### config.mk
export PLATFORM = sky130hd
export DESIGN_NAME = adsr_envelope_generator_flat
export DESIGN_NICKNAME = d
export VERILOG_FILES = /design/src/adsr_pkg.sv /design/src/adsr_in_if.sv /design/src/adsr_out_if.sv /design/src/adsr_envelope_generator.sv /design/src/adsr_div.sv /design/src/flat_wrapper.sv
export SDC_FILE = /design/constraint.sdc
export NUM_CORES = 2
export LEC_CHECK = 0
export BUFFER_PORTS_ARGS = -buffer_cell sky130_fd_sc_hd__buf_2
export CORE_AREA = 2 2 261 263
export DETAILED_ROUTE_END_ITERATION = 7
export DIE_AREA = 0 0 263 265
export PLACE_DENSITY_LB_ADDON = 0.15
export SYNTH_ARGS = -nofsm -noshare
export SYNTH_HDL_FRONTEND = slang
export SYNTH_SLANG_ARGS = --single-unit
### constraint.sdc
create_clock -name clk -period 11.1 [get_ports clk]
set_input_delay 0 -clock clk [delete_from_list [all_inputs] [get_ports clk]]
set_output_delay 0 -clock clk [all_outputs]
set_load 0.02 [all_outputs]
### src/adsr_pkg.sv
// Shared constants and types for the ADSR envelope generator.
`default_nettype none

package adsr_pkg;

    // Default widths
    localparam int TIME_WIDTH_DEF   = 24;
    localparam int SAMPLE_WIDTH_DEF = 16;

    // Configuration register index
    localparam int CFG_IDX_W = 3;

    typedef enum logic [CFG_IDX_W-1:0] {
        REG_ATTACK    = 3'd0,
        REG_DECAY     = 3'd1,
        REG_SUSTAIN   = 3'd2,
        REG_RELEASE   = 3'd3,
        REG_VOLUME    = 3'd4,
        REG_THRESHOLD = 3'd5,
        REG_HOLD      = 3'd6
    } cfg_reg_t;

    // Register reset values
    localparam int RST_ATTACK    = 0;
    localparam int RST_DECAY     = 24000;
    localparam int RST_SUSTAIN   = 32768;
    localparam int RST_RELEASE   = 48000;
    localparam int RST_VOLUME    = 16384;
    localparam int RST_THRESHOLD = 328;
    localparam int RST_HOLD      = 9600;

    function automatic int max_int(input int a, input int b);
        return (a > b) ? a : b;
    endfunction

endpackage

`default_nettype wire

### src/adsr_in_if.sv
// Input channel: trigger and audio sample word with valid/ready.
`default_nettype none

interface adsr_in_if
    import adsr_pkg::*;
#(
    parameter int SAMPLE_WIDTH = SAMPLE_WIDTH_DEF
);
    logic                           valid;
    logic                           ready;
    logic signed [SAMPLE_WIDTH-1:0] trigger_sample;
    logic signed [SAMPLE_WIDTH-1:0] audio_in;

    modport source (output valid, output trigger_sample, output audio_in, input ready);
    modport sink   (input valid, input trigger_sample, input audio_in, output ready);
endinterface

`default_nettype wire

### src/adsr_out_if.sv
// Output channel: envelope and shaped audio word with valid/ready.
`default_nettype none

interface adsr_out_if
    import adsr_pkg::*;
#(
    parameter int SAMPLE_WIDTH = SAMPLE_WIDTH_DEF
);
    logic                           valid;
    logic                           ready;
    logic        [SAMPLE_WIDTH-1:0] envelope_out;
    logic signed [SAMPLE_WIDTH-1:0] audio_out;

    modport source (output valid, output envelope_out, output audio_out, input ready);
    modport sink   (input valid, input envelope_out, input audio_out, output ready);
endinterface

`default_nettype wire

### src/adsr_envelope_generator.sv
// ADSR envelope generator: sequencer with one shared multiplier and a serial divider.
// Sequence per word: outside the envelope S_EVAL then S_DONE; on a held sustain S_EVAL,
// S_VOL, S_AUD, S_DONE; on the attack ramp S_EVAL, S_DIV, S_VOL, S_AUD, S_DONE; on the
// decay and release ramps S_EVAL, S_MUL, S_SUM, S_DIV, S_VOL, S_AUD, S_DONE (one quotient bit per cycle in S_DIV).
// Input: one word at a time; the next word is taken once the sequencer
// is idle, while a finished result may still wait in the output register.
// Reset: registers take their documented defaults, envelope idle, counter and gate zero.
`default_nettype none

module adsr_envelope_generator
    import adsr_pkg::*;
#(
    parameter int TIME_WIDTH   = TIME_WIDTH_DEF,
    parameter int SAMPLE_WIDTH = SAMPLE_WIDTH_DEF
)
(
    input  wire logic                                       clk,
    input  wire logic                                       rst_n,
    adsr_in_if.sink                                         samples,
    adsr_out_if.source                                      results,
    input  wire logic                                       cfg_we,
    input  wire logic [CFG_IDX_W-1:0]                       cfg_index,
    input  wire logic [max_int(TIME_WIDTH,SAMPLE_WIDTH)-1:0] cfg_data
);
    localparam int TW    = TIME_WIDTH;
    localparam int SW    = SAMPLE_WIDTH;
    localparam int CNT_W = TW + 2;
    localparam int NW    = TW + SW;
    localparam int AW    = max_int(TW, SW) + 1;
    localparam int PW    = AW + SW + 1;
    localparam int ONE   = 1 << (SW - 1);

    localparam logic [SW-1:0]        ONE_Q = SW'(ONE);
    localparam logic signed [PW-1:0] Q_MAX = PW'(ONE - 1);
    localparam logic signed [PW-1:0] Q_MIN = -Q_MAX - PW'(1);

    typedef enum logic [7:0] {
        S_IDLE = 8'b0000_0001,
        S_EVAL = 8'b0000_0010,
        S_MUL  = 8'b0000_0100,
        S_SUM  = 8'b0000_1000,
        S_DIV  = 8'b0001_0000,
        S_VOL  = 8'b0010_0000,
        S_AUD  = 8'b0100_0000,
        S_DONE = 8'b1000_0000
    } state_t;

    // Configuration registers
    logic        [TW-1:0] attack_reg;
    logic        [TW-1:0] decay_reg;
    logic        [SW-1:0] sustain_reg;
    logic        [TW-1:0] release_reg;
    logic        [SW-1:0] volume_reg;
    logic signed [SW-1:0] threshold_reg;
    logic        [TW-1:0] hold_reg;

    // Derived from configuration
    logic [SW-1:0]    s_clamp_reg;
    logic [SW-1:0]    vol_clamp_reg;
    logic [TW:0]      ad_sum_reg;
    logic [CNT_W-1:0] total_reg;

    // Control state
    state_t           state_reg, state_next;
    logic             active_reg, active_next;
    logic             gate_reg, gate_next;
    logic [CNT_W-1:0] count_reg, count_next;
    logic             out_valid_reg, out_valid_next;
    logic             load_out;

    // Datapath registers
    logic signed [SW-1:0] audio_reg;
    logic        [TW-1:0] u_reg;
    logic                 seg_decay_reg;
    logic        [SW-1:0] env_reg;
    logic        [SW-1:0] eout_reg;
    logic signed [PW-1:0] mul_p_reg;
    logic        [SW-1:0] envelope_out_reg;
    logic signed [SW-1:0] audio_out_reg;

    // Combinational signals
    logic                 in_fire;
    logic                 trig_high;
    logic                 in_env;
    logic                 in_attack;
    logic                 in_decay;
    logic                 hold;
    logic        [TW-1:0] t_low;
    logic        [TW-1:0] decay_u;
    logic [CNT_W-1:0]     rel_diff;
    logic signed [AW-1:0] mul_a;
    logic signed [SW:0]   mul_b;
    logic signed [PW-1:0] mul_res;
    logic        [SW-1:0] eout_slice;
    logic signed [PW-1:0] q_full;
    logic signed [PW-1:0] q_sat;
    logic                 div_start;
    logic        [NW-1:0] div_num;
    logic        [TW-1:0] div_den;
    logic                 div_done;
    logic        [SW-1:0] div_quot;

    assign in_fire   = samples.valid && (state_reg == S_IDLE);
    assign trig_high = samples.trigger_sample > threshold_reg;

    // Configuration writes
    always_ff @(posedge clk or negedge rst_n)
    begin
        if (!rst_n)
        begin
            attack_reg    <= TW'(RST_ATTACK);
            decay_reg     <= TW'(RST_DECAY);
            sustain_reg   <= SW'(RST_SUSTAIN);
            release_reg   <= TW'(RST_RELEASE);
            volume_reg    <= SW'(RST_VOLUME);
            threshold_reg <= SW'(RST_THRESHOLD);
            hold_reg      <= TW'(RST_HOLD);
        end
        else if (cfg_we)
        begin
            case (cfg_index)
                REG_ATTACK:    attack_reg    <= cfg_data[TW-1:0];
                REG_DECAY:     decay_reg     <= cfg_data[TW-1:0];
                REG_SUSTAIN:   sustain_reg   <= cfg_data[SW-1:0];
                REG_RELEASE:   release_reg   <= cfg_data[TW-1:0];
                REG_VOLUME:    volume_reg    <= cfg_data[SW-1:0];
                REG_THRESHOLD: threshold_reg <= cfg_data[SW-1:0];
                REG_HOLD:      hold_reg      <= cfg_data[TW-1:0];
                default:       ;
            endcase
        end
    end

    // Segment boundaries and clamped levels, refreshed every cycle
    always_ff @(posedge clk)
    begin
        s_clamp_reg   <= (sustain_reg > ONE_Q) ? ONE_Q : sustain_reg;
        vol_clamp_reg <= (volume_reg > ONE_Q) ? ONE_Q : volume_reg;
        ad_sum_reg    <= {1'b0, attack_reg} + {1'b0, decay_reg};
        total_reg     <= CNT_W'(attack_reg) + CNT_W'(decay_reg) + CNT_W'(release_reg);
    end

    // Segment decode for the current count
    assign in_env    = active_reg && (count_reg < total_reg);
    assign in_attack = count_reg < CNT_W'(attack_reg);
    assign in_decay  = count_reg < CNT_W'(ad_sum_reg);
    assign hold      = release_reg < hold_reg;
    assign t_low     = count_reg[TW-1:0];
    assign decay_u   = t_low - attack_reg;
    assign rel_diff  = total_reg - count_reg;

    // Shared multiplier operand select
    assign eout_slice = mul_p_reg[2*SW-2:SW-1];

    always_comb
    begin
        case (state_reg)
            S_VOL:
            begin
                mul_a = AW'(env_reg);
                mul_b = {1'b0, vol_clamp_reg};
            end
            S_AUD:
            begin
                mul_a = AW'(audio_reg);
                mul_b = {1'b0, eout_slice};
            end
            default:
            begin
                mul_a = AW'(u_reg);
                mul_b = {1'b0, s_clamp_reg};
            end
        endcase
    end

    assign mul_res = PW'(mul_a) * PW'(mul_b);

    // Scale back to Q1.15 and saturate
    assign q_full = mul_p_reg >>> (SW - 1);
    assign q_sat  = (q_full > Q_MAX) ? Q_MAX : ((q_full < Q_MIN) ? Q_MIN : q_full);

    // Divider request
    assign div_start = ((state_reg == S_EVAL) && in_env && in_attack) || (state_reg == S_SUM);

    always_comb
    begin
        if (state_reg == S_EVAL)
        begin
            div_num = NW'(t_low) << (SW - 1);
            div_den = attack_reg;
        end
        else if (seg_decay_reg)
        begin
            div_num = (NW'(decay_reg - u_reg) << (SW - 1)) + mul_p_reg[NW-1:0];
            div_den = decay_reg;
        end
        else
        begin
            div_num = mul_p_reg[NW-1:0];
            div_den = release_reg;
        end
    end

    adsr_div #(
        .TIME_WIDTH   (TW),
        .SAMPLE_WIDTH (SW)
    ) u_adsr_div (
        .clk   (clk),
        .rst_n (rst_n),
        .start (div_start),
        .num   (div_num),
        .den   (div_den),
        .done  (div_done),
        .quot  (div_quot)
    );

    // Sequencer
    always_comb
    begin
        state_next     = state_reg;
        active_next    = active_reg;
        gate_next      = gate_reg;
        count_next     = count_reg;
        out_valid_next = out_valid_reg;
        load_out       = 1'b0;

        if (out_valid_reg && results.ready)
        begin
            out_valid_next = 1'b0;
        end

        case (state_reg)
            S_IDLE:
            begin
                if (samples.valid)
                begin
                    state_next = S_EVAL;
                    if (trig_high)
                    begin
                        if (!gate_reg)
                        begin
                            count_next  = '0;
                            active_next = 1'b1;
                        end
                        gate_next = 1'b1;
                    end
                    else
                    begin
                        gate_next = 1'b0;
                    end
                end
            end
            S_EVAL:
            begin
                if (!in_env)
                begin
                    active_next = 1'b0;
                    state_next  = S_DONE;
                end
                else if (in_attack)
                begin
                    count_next = count_reg + CNT_W'(1);
                    state_next = S_DIV;
                end
                else if (in_decay)
                begin
                    count_next = count_reg + CNT_W'(1);
                    state_next = S_MUL;
                end
                else
                begin
                    // release: counter stands still while the gate is held
                    if (!gate_reg)
                    begin
                        count_next = count_reg + CNT_W'(1);
                    end
                    state_next = hold ? S_VOL : S_MUL;
                end
            end
            S_MUL:
            begin
                state_next = S_SUM;
            end
            S_SUM:
            begin
                state_next = S_DIV;
            end
            S_DIV:
            begin
                if (div_done)
                begin
                    state_next = S_VOL;
                end
            end
            S_VOL:
            begin
                state_next = S_AUD;
            end
            S_AUD:
            begin
                state_next = S_DONE;
            end
            S_DONE:
            begin
                if (!out_valid_reg || results.ready)
                begin
                    load_out       = 1'b1;
                    out_valid_next = 1'b1;
                    state_next     = S_IDLE;
                end
            end
            default:
            begin
                state_next = S_IDLE;
            end
        endcase
    end

    always_ff @(posedge clk or negedge rst_n)
    begin
        if (!rst_n)
        begin
            state_reg     <= S_IDLE;
            active_reg    <= 1'b0;
            gate_reg      <= 1'b0;
            count_reg     <= '0;
            out_valid_reg <= 1'b0;
        end
        else
        begin
            state_reg     <= state_next;
            active_reg    <= active_next;
            gate_reg      <= gate_next;
            count_reg     <= count_next;
            out_valid_reg <= out_valid_next;
        end
    end

    // Datapath
    always_ff @(posedge clk)
    begin
        if (in_fire)
        begin
            audio_reg <= samples.audio_in;
        end

        if (state_reg == S_EVAL)
        begin
            seg_decay_reg <= in_decay;
            u_reg         <= in_decay ? decay_u : rel_diff[TW-1:0];
            env_reg       <= s_clamp_reg;
            if (!in_env)
            begin
                eout_reg  <= '0;
                mul_p_reg <= '0;
            end
        end

        if ((state_reg == S_MUL) || (state_reg == S_VOL) || (state_reg == S_AUD))
        begin
            mul_p_reg <= mul_res;
        end

        if (state_reg == S_AUD)
        begin
            eout_reg <= eout_slice;
        end

        if ((state_reg == S_DIV) && div_done)
        begin
            env_reg <= div_quot;
        end

        if (load_out)
        begin
            envelope_out_reg <= eout_reg;
            audio_out_reg    <= q_sat[SW-1:0];
        end
    end

    assign samples.ready        = (state_reg == S_IDLE);
    assign results.valid        = out_valid_reg;
    assign results.envelope_out = envelope_out_reg;
    assign results.audio_out    = audio_out_reg;

endmodule

`default_nettype wire

### src/adsr_div.sv
// Restoring serial divider, one quotient bit per cycle.
`default_nettype none

module adsr_div
    import adsr_pkg::*;
#(
    parameter int TIME_WIDTH   = TIME_WIDTH_DEF,
    parameter int SAMPLE_WIDTH = SAMPLE_WIDTH_DEF
)
(
    input  wire logic                                clk,
    input  wire logic                                rst_n,
    input  wire logic                                start,
    input  wire logic [TIME_WIDTH+SAMPLE_WIDTH-1:0]  num,
    input  wire logic [TIME_WIDTH-1:0]               den,
    output logic                                     done,
    output logic      [SAMPLE_WIDTH-1:0]             quot
);
    localparam int TW = TIME_WIDTH;
    localparam int SW = SAMPLE_WIDTH;
    localparam int CW = $clog2(SW + 1);

    logic [TW-1:0] rem_reg;
    logic [SW-1:0] quo_reg;
    logic [TW-1:0] den_reg;
    logic [CW-1:0] cnt_reg;
    logic          busy_reg;
    logic          done_reg;

    logic [TW:0]   shifted;
    logic [TW+1:0] diff;
    logic          ge;

    // Trial subtract of the divisor from the shifted partial remainder
    assign shifted = {rem_reg, quo_reg[SW-1]};
    assign diff    = {1'b0, shifted} - {2'b00, den_reg};
    assign ge      = ~diff[TW+1];

    // Control: iteration count and done pulse
    always_ff @(posedge clk or negedge rst_n)
    begin
        if (!rst_n)
        begin
            busy_reg <= 1'b0;
            cnt_reg  <= '0;
            done_reg <= 1'b0;
        end
        else
        begin
            done_reg <= 1'b0;
            if (start)
            begin
                busy_reg <= 1'b1;
                cnt_reg  <= CW'(SW);
            end
            else if (busy_reg)
            begin
                cnt_reg <= cnt_reg - CW'(1);
                if (cnt_reg == CW'(1))
                begin
                    busy_reg <= 1'b0;
                    done_reg <= 1'b1;
                end
            end
        end
    end

    // Datapath: partial remainder and quotient shift register
    always_ff @(posedge clk)
    begin
        if (start)
        begin
            rem_reg <= num[TW+SW-1:SW];
            quo_reg <= num[SW-1:0];
            den_reg <= den;
        end
        else if (busy_reg)
        begin
            rem_reg <= ge ? diff[TW-1:0] : shifted[TW-1:0];
            quo_reg <= {quo_reg[SW-2:0], ge};
        end
    end

    assign done = done_reg;
    assign quot = quo_reg;

endmodule

`default_nettype wire

### src/flat_wrapper.sv
// flat-port wrapper written by rule: the top's interface ports become plain ports
module adsr_envelope_generator_flat import adsr_pkg::*;
#(
    parameter int TIME_WIDTH   = TIME_WIDTH_DEF,
    parameter int SAMPLE_WIDTH = SAMPLE_WIDTH_DEF
)
  (clk, rst_n, cfg_we, cfg_index, cfg_data, samples_valid, samples_trigger_sample, samples_audio_in, samples_ready, results_valid, results_envelope_out, results_audio_out, results_ready);
  adsr_in_if #(.SAMPLE_WIDTH(SAMPLE_WIDTH)) samples_i ();
  adsr_out_if #(.SAMPLE_WIDTH(SAMPLE_WIDTH)) results_i ();
  input  wire logic clk;
  input  wire logic rst_n;
  input  wire logic cfg_we;
  input  wire logic [CFG_IDX_W-1:0] cfg_index;
  input  wire logic [max_int(TIME_WIDTH,SAMPLE_WIDTH)-1:0] cfg_data;
  input wire logic [$bits(samples_i.valid)-1:0] samples_valid;
  input wire logic [$bits(samples_i.trigger_sample)-1:0] samples_trigger_sample;
  input wire logic [$bits(samples_i.audio_in)-1:0] samples_audio_in;
  output wire logic [$bits(samples_i.ready)-1:0] samples_ready;
  output wire logic [$bits(results_i.valid)-1:0] results_valid;
  output wire logic [$bits(results_i.envelope_out)-1:0] results_envelope_out;
  output wire logic [$bits(results_i.audio_out)-1:0] results_audio_out;
  input wire logic [$bits(results_i.ready)-1:0] results_ready;
  assign samples_i.valid = samples_valid;
  assign samples_i.trigger_sample = samples_trigger_sample;
  assign samples_i.audio_in = samples_audio_in;
  assign samples_ready = samples_i.ready;
  assign results_valid = results_i.valid;
  assign results_envelope_out = results_i.envelope_out;
  assign results_audio_out = results_i.audio_out;
  assign results_i.ready = results_ready;
  adsr_envelope_generator #(.TIME_WIDTH(TIME_WIDTH), .SAMPLE_WIDTH(SAMPLE_WIDTH)) u_core (.clk(clk), .rst_n(rst_n), .samples(samples_i), .results(results_i), .cfg_we(cfg_we), .cfg_index(cfg_index), .cfg_data(cfg_data));
endmodule
---- Word-level counts from Yosys, hierarchy flattened ----
Index checks and enable logic that the tools add are counted.
word-level totals
  flip-flop bits (word level) ............. 482
  bits of input ports ..................... 64
  output and inout port bits .............. 34
  word-level logic and storage cells ...... 162
cells by class
  add/subtract/negate cells ............... 10
  $mul .................................... 1
  $lt $le $gt $ge ......................... 9
  equality and inequality tests ........... 25
  muxes and demuxes ....................... 56
  bitwise logic cells ..................... 1
  reduce and logical (&&, ||, !) cells .... 30
operators by type and width
  kind                                                                               count
  26-bit 2-to-1 mux                                                                  7
  24-bit 2-to-1 mux                                                                  6
  16-bit 2-to-1 mux                                                                  8
  42-bit 2-to-1 mux                                                                  3
  40-bit 2-to-1 mux                                                                  2
  8-bit case mux with 8 select lines                                                 1
  26-bit case mux with 2 select lines                                                1
  24-bit by 24-bit adder with 25-bit output                                          2
  25-bit case mux with 2 select lines                                                1
  8-bit 2-to-1 mux                                                                   6
  24-bit subtractor                                                                  2
  25-bit by 17-bit multiplier with 42-bit output                                     1
  40-bit adder                                                                       1
  16-bit greater-than comparator, second input constant                              2
  16-bit case mux with 2 select lines                                                1
  27-bit by 16-bit greater-than comparator with 1-bit output, second input constant  1
  27-bit by 16-bit < comparator with 1-bit output, second input constant             1
  26-bit by 1-bit adder with 26-bit output, second input constant                    1
  26-bit by 24-bit adder with 26-bit output                                          1
  26-bit by 24-bit < comparator with 1-bit output                                    1
  26-bit by 25-bit < comparator with 1-bit output                                    1
  26-bit < comparator                                                                1
  25-bit by 24-bit subtractor with 26-bit output                                     1
  24-bit by 24-bit subtractor with 25-bit output                                     1
  other kinds (32)                                                                   79

---- Longest topological paths before layout ----
  depth in word-level cells ............... 6
  gate-level depth with buffers ........... 32

---- Modules after synthesis ----
Synthesis repeated with hierarchy kept, for this count alone.
second synthesis, totals
  cell total of the unflattened synthesis .. 4578
  area total of the unflattened synthesis .. 43835.8 sq um
by module, submodules not included
  module                   instances  cells an instance  area an instance (sq um)  seq. area each (sq um)
  adsr_envelope_generator  1          4188               39655.5                   10635.2
  adsr_div                 1          390                4180.3                    2097.0

---- Worst setup path after synthesis ----
OpenSTA, ideal clock, no wires.
  path type ............................... register to register
  start ................................... register u_core.state_reg[4]
  end ..................................... register u_core.mul_p_reg[41], data pin
  library setup time ...................... 266 ps
  arrival ................................. 7897 ps
  setup slack ............................. 2937 ps
  stages on the path, launching flop included .. 30
  path buffers ............................ 2
  clock period less this slack ............ 8163 ps
  path through ............................ dfrtp_1 > or4_1 > or3_1 > nor3b_2 > buf_4 > buf_2 > nor3_1 > a221oi_2 > nor2_1 > fa_1 > inv_1 > fa_1 > inv_1 > fa_1 > fa_1 > fa_1 > inv_1 > fa_1 > inv_1 > ha_1 > a21o_1 > a21oi_1 > o21ai_0 > a221oi_1 > a21oi_1 > a21o_1 > a221oi_1 > o21ai_0 > xnor2_1 > nor2_1
on the way
  longest elaborated chain between the ends .. 4
  elaborated cells on any way between the ends .. 9
  those cells by class .................... mul: 1; eq/ne: 3; mux: 3; reduce/logical: 2
RTL lines
  element                                                                                    RTL line                                                        RTL
  from (decl)                                                                                adsr_envelope_generator.sv:64                                   state_t state_reg, state_next;
  from (signal assigned)                                                                     adsr_envelope_generator.sv:331                                  state_reg <= state_next;
  8-bit by 7-bit == test with 1-bit output (tied with other cells)                           adsr_envelope_generator.sv:157, adsr_envelope_generator.sv:359
  25-bit case mux with 2 select lines (tied with other cells)                                adsr_envelope_generator.sv:157                                  case (state_reg)
  25-bit by 17-bit multiplier with 42-bit output / 1-bit logical OR (equally long branches)  adsr_envelope_generator.sv:176, adsr_envelope_generator.sv:359
  42-bit 2-to-1 mux *                                                                        adsr_envelope_generator.sv:359                                  if ((state_reg == S_MUL) || (state_reg == S_VOL) || (state_reg == S_AUD))
  to (signal assigned)                                                                       adsr_envelope_generator.sv:361                                  mul_p_reg <= mul_res;
  to (decl)                                                                                  adsr_envelope_generator.sv:77                                   logic signed [PW-1:0] mul_p_reg;
Every way passes the cells marked *; elsewhere a longest branch is shown, timed or not.
A chain may end at the register's enable or synchronous reset.

---- Worst setup path in the final report ----
  start ................................... register u_core.state_reg[4]
  end ..................................... register u_core.mul_p_reg[40], data pin
Same word-level chain as after synthesis.

==> results by group <==
Status
  – Status: completed

Clock network
  – Clock sink total: 482
  – Setup repair bufs after CTS: 0
  – Clk_lat worst skew: 0.64 ns
  – Hold buffer count at CTS: 48
  – Max clock buf depth: 3
  – Clock slew seen by the registers of the worst setup and hold paths: 0.07 ns
  – Post-CTS sizing: 0
  – Cts bufs inserted: 53
  – Clk root buf: clkbuf_16
  – H-Tree Depth: 2
  – CTS tree: built

Min path
  – WHS Path Cells: 2
  – Min-Delay Path Class: in2reg
  – WHS Endpoint: u_core.audio_reg[10]
  – Hold_sp: samples_audio_in[10]

Synthesis
  – Post-synth EDFFs: 211
  – Synth Warn #: 0
  – Post-synth ARST share: 0.3900
  – Yosys cell types: 86
  – Mapped Nets: 5314
  – Synthesized instance count: 4490
  – Top FF cell, synth: edfxtp_1
  – Syn_area_per_cell: 9.597 um2
  – Cell taking the most area after synthesis: fa_1
  – Mapped Area: 43090 um2
  – Largest cells by area after synthesis: fa_1 18%, edfxtp_1 15%, ha_1 11%
  – Synthesized flop and latch total: 482
  – Register area share after synthesis: 0.2955
  – Area share of the largest cell type after synthesis: 0.1849

Finish
  – Max reg flops: 42
  – Nets@finish: 5415
  – Number of fillers in the final layout: 5171
  – Share of cells above drive strength 1: 0.09558
  – Commonest non-fill, non-tap cell in the layout: inv_1
  – Layout area overhead: 8.575%
  – Commonest cells after routing, fill and taps aside: 711 x inv_1, 475 x nand2_1, 398 x fa_1, 362 x ha_1, 329 x nor2_1

Timing
  – Worst Clk Skew: 0.02940 ns
  – Fmax: 0.1010 GHz
  – Minimum clock period: 9.897 ns
  – Slew Viols, Final: 0
  – RSZ-0062 raised after global routing: no
  – Hold Fails Final Rpt: 0
  – Setup_tns: 0 ns
  – Period utilization: 0.8916
  – Worst slew margin: 0.04377
  – Final setup fails: 0
  – Slew @ Worst Pin: 1.434 ns

Setup path
  – CP max FO: 22
  – R2R cell count: 26
  – Crit path kind: reg2reg
  – Worst Path Required: 11.45 ns
  – R2R Path Start: u_core.state_reg[4]
  – Setup crit end kind: register
  – Worst setup SP type: register
  – Crit path DAT: 10.25 ns
  – Worst reg-to-reg setup slack: 1.20 ns
  – Reg2Reg Capture Point: u_core.mul_p_reg[40]

Floorplan
  – # IOs: 98
  – Site Rows: 95
  – Die Span X: 263 um
  – Die Y: 265 um
  – Initial Util: 0.6450
  – Die ar.: 69700 um2
  – CORE AREA: 66800 um2

GRT
  – GRT Total Usage: 0.3629
  – Vias in the first global route: 32760
  – Overflow after GRT: 0
  – Largest net degree at the start of global routing: 119
  – Global-route wire length before repair: 191900 um
  – Initial antenna violation count: 4

Route
  – Wire per inst: 22.70 um
  – Vias: 33940
  – Number of remaining DRC errors: 0
  – Avg Vias per Cell: 6.160
  – Final ANT Viol Nets: 0
  – Drt total wl: 125100 um
  – TritonRoute pass-1 iters: 6
  – Initial drt markers: 3933

Place
  – Hpwl dp: 98210 um
  – GPL Wtd Cong: 0.9726
  – # port buffers: 97

Flow run
  – Max-Cap Viols: 0
==> synth_stat cells (all sizes together), types with 16 or more instances <==
cell	count
a211oi	30
a21o	102
a21oi	199
a221o	30
a221oi	34
a31oi	31
and2	34
buf	57
clkbuf	90
dfrtp	164
dfstp	24
dfxtp	83
edfxtp	211
fa	398
ha	362
inv	713
mux2	133
mux2i	60
nand2	477
nand2b	41
nand3	53
nand3b	16
nand4	23
nor2	330
nor2b	52
nor3	63
nor4	19
o211ai	23
o21a	38
o21ai	214
o21bai	25
o31ai	27
xnor2	129
xor2	47
==> logic make-up (layout without fill, tap and decap cells) <==
family	count (synthesis)	in the layout	share of synthesized area
XOR/XNOR	176	176	0.03577
adder cells (fa/ha/maj)	760	760	0.2900
other	0	1	0
AO/OA/AOI/OAI	840	840	0.1301
flip-flops	482	482	0.2955
buffers and inverters	860	1005	0.07663
AND/OR/NAND/NOR	1179	1179	0.1233
multiplexers	193	193	0.04870
==> cell type report <==
type	count	area (um2)	share of cell area
Antenna cell	1	2.502	0.00005349
Clock buffer	73	1461	0.03124
Clock inverter	26	309.0	0.006606
Inverter	713	2676	0.05721
Multi-Input combinational cell	3148	27150	0.5803
Sequential cell	482	12730	0.2722
Tap cell	873	1092	0.02335
Timing Repair Buffer	193	1360	0.02907
==> routing by layer <==
metal	vias to the layer above	track usage	wire length, um
li1	15270	-	-
met1	16570	0.5372	52290
met2	1803	0.5326	52950
met3	294	0.07023	14650
met4	2	0.1330	5165
met5	-	0	13
==> how the worst max path moves through the flow <==
stage / from / to / cells past startpoint
final: u_core.state_reg[4] / u_core.mul_p_reg[40] / 26
after global routing: u_core.state_reg[4] / u_core.mul_p_reg[40] / 26
after CTS: u_core.state_reg[4] / u_core.mul_p_reg[40] / 26
after detailed placement: u_core.state_reg[4] / u_core.mul_p_reg[40] / 26
after global placement: u_core.state_reg[4] / u_core.mul_p_reg[40] / 26
after floorplan: u_core.state_reg[4] / u_core.mul_p_reg[41] / 29
==> metrics by stage <==
stage          utilization  instances  area (um2)  hold slack [ns]  setup slack (ns)
6_report            0.7003       5509       46780          0.07897             1.203
5_1_grt             0.7003       5508       46780           0.1051            0.7585
4_1_cts             0.7003       5508       46780          0.07630             1.320
3_5_place_dp        0.6666       5361       44530           0.1784             1.390
3_3_place_gp        0.6666       5361       44530           0.1759             1.546
2_1_floorplan            -       4490       43090          -0.2956             2.937
==> worst max-delay path, cell delays in order, from the launching register on <==
cell	delay, ns
dfrtp_1	0.44
or4_1	0.56
or3_1	0.39
nor3b_4	0.63
buf_4	0.35
a221o_1	0.95
nand2_1	0.20
fa_1	0.60
fa_1	0.43
fa_1	0.52
inv_1	0.05
fa_1	0.46
fa_1	0.55
inv_1	0.06
fa_1	0.53
inv_1	0.05
ha_1	0.34
a21oi_1	0.16
o21a_1	0.15
nand2_1	0.06
o211ai_1	0.60
a311oi_1	0.29
nor3_1	0.31
nor2_1	0.11
a2111oi_0	0.53
or3_1	0.18
a21oi_1	0.06
Power is not shown: default switching activity piles up to over one toggle a cycle in this logic, so the estimate is an artifact.
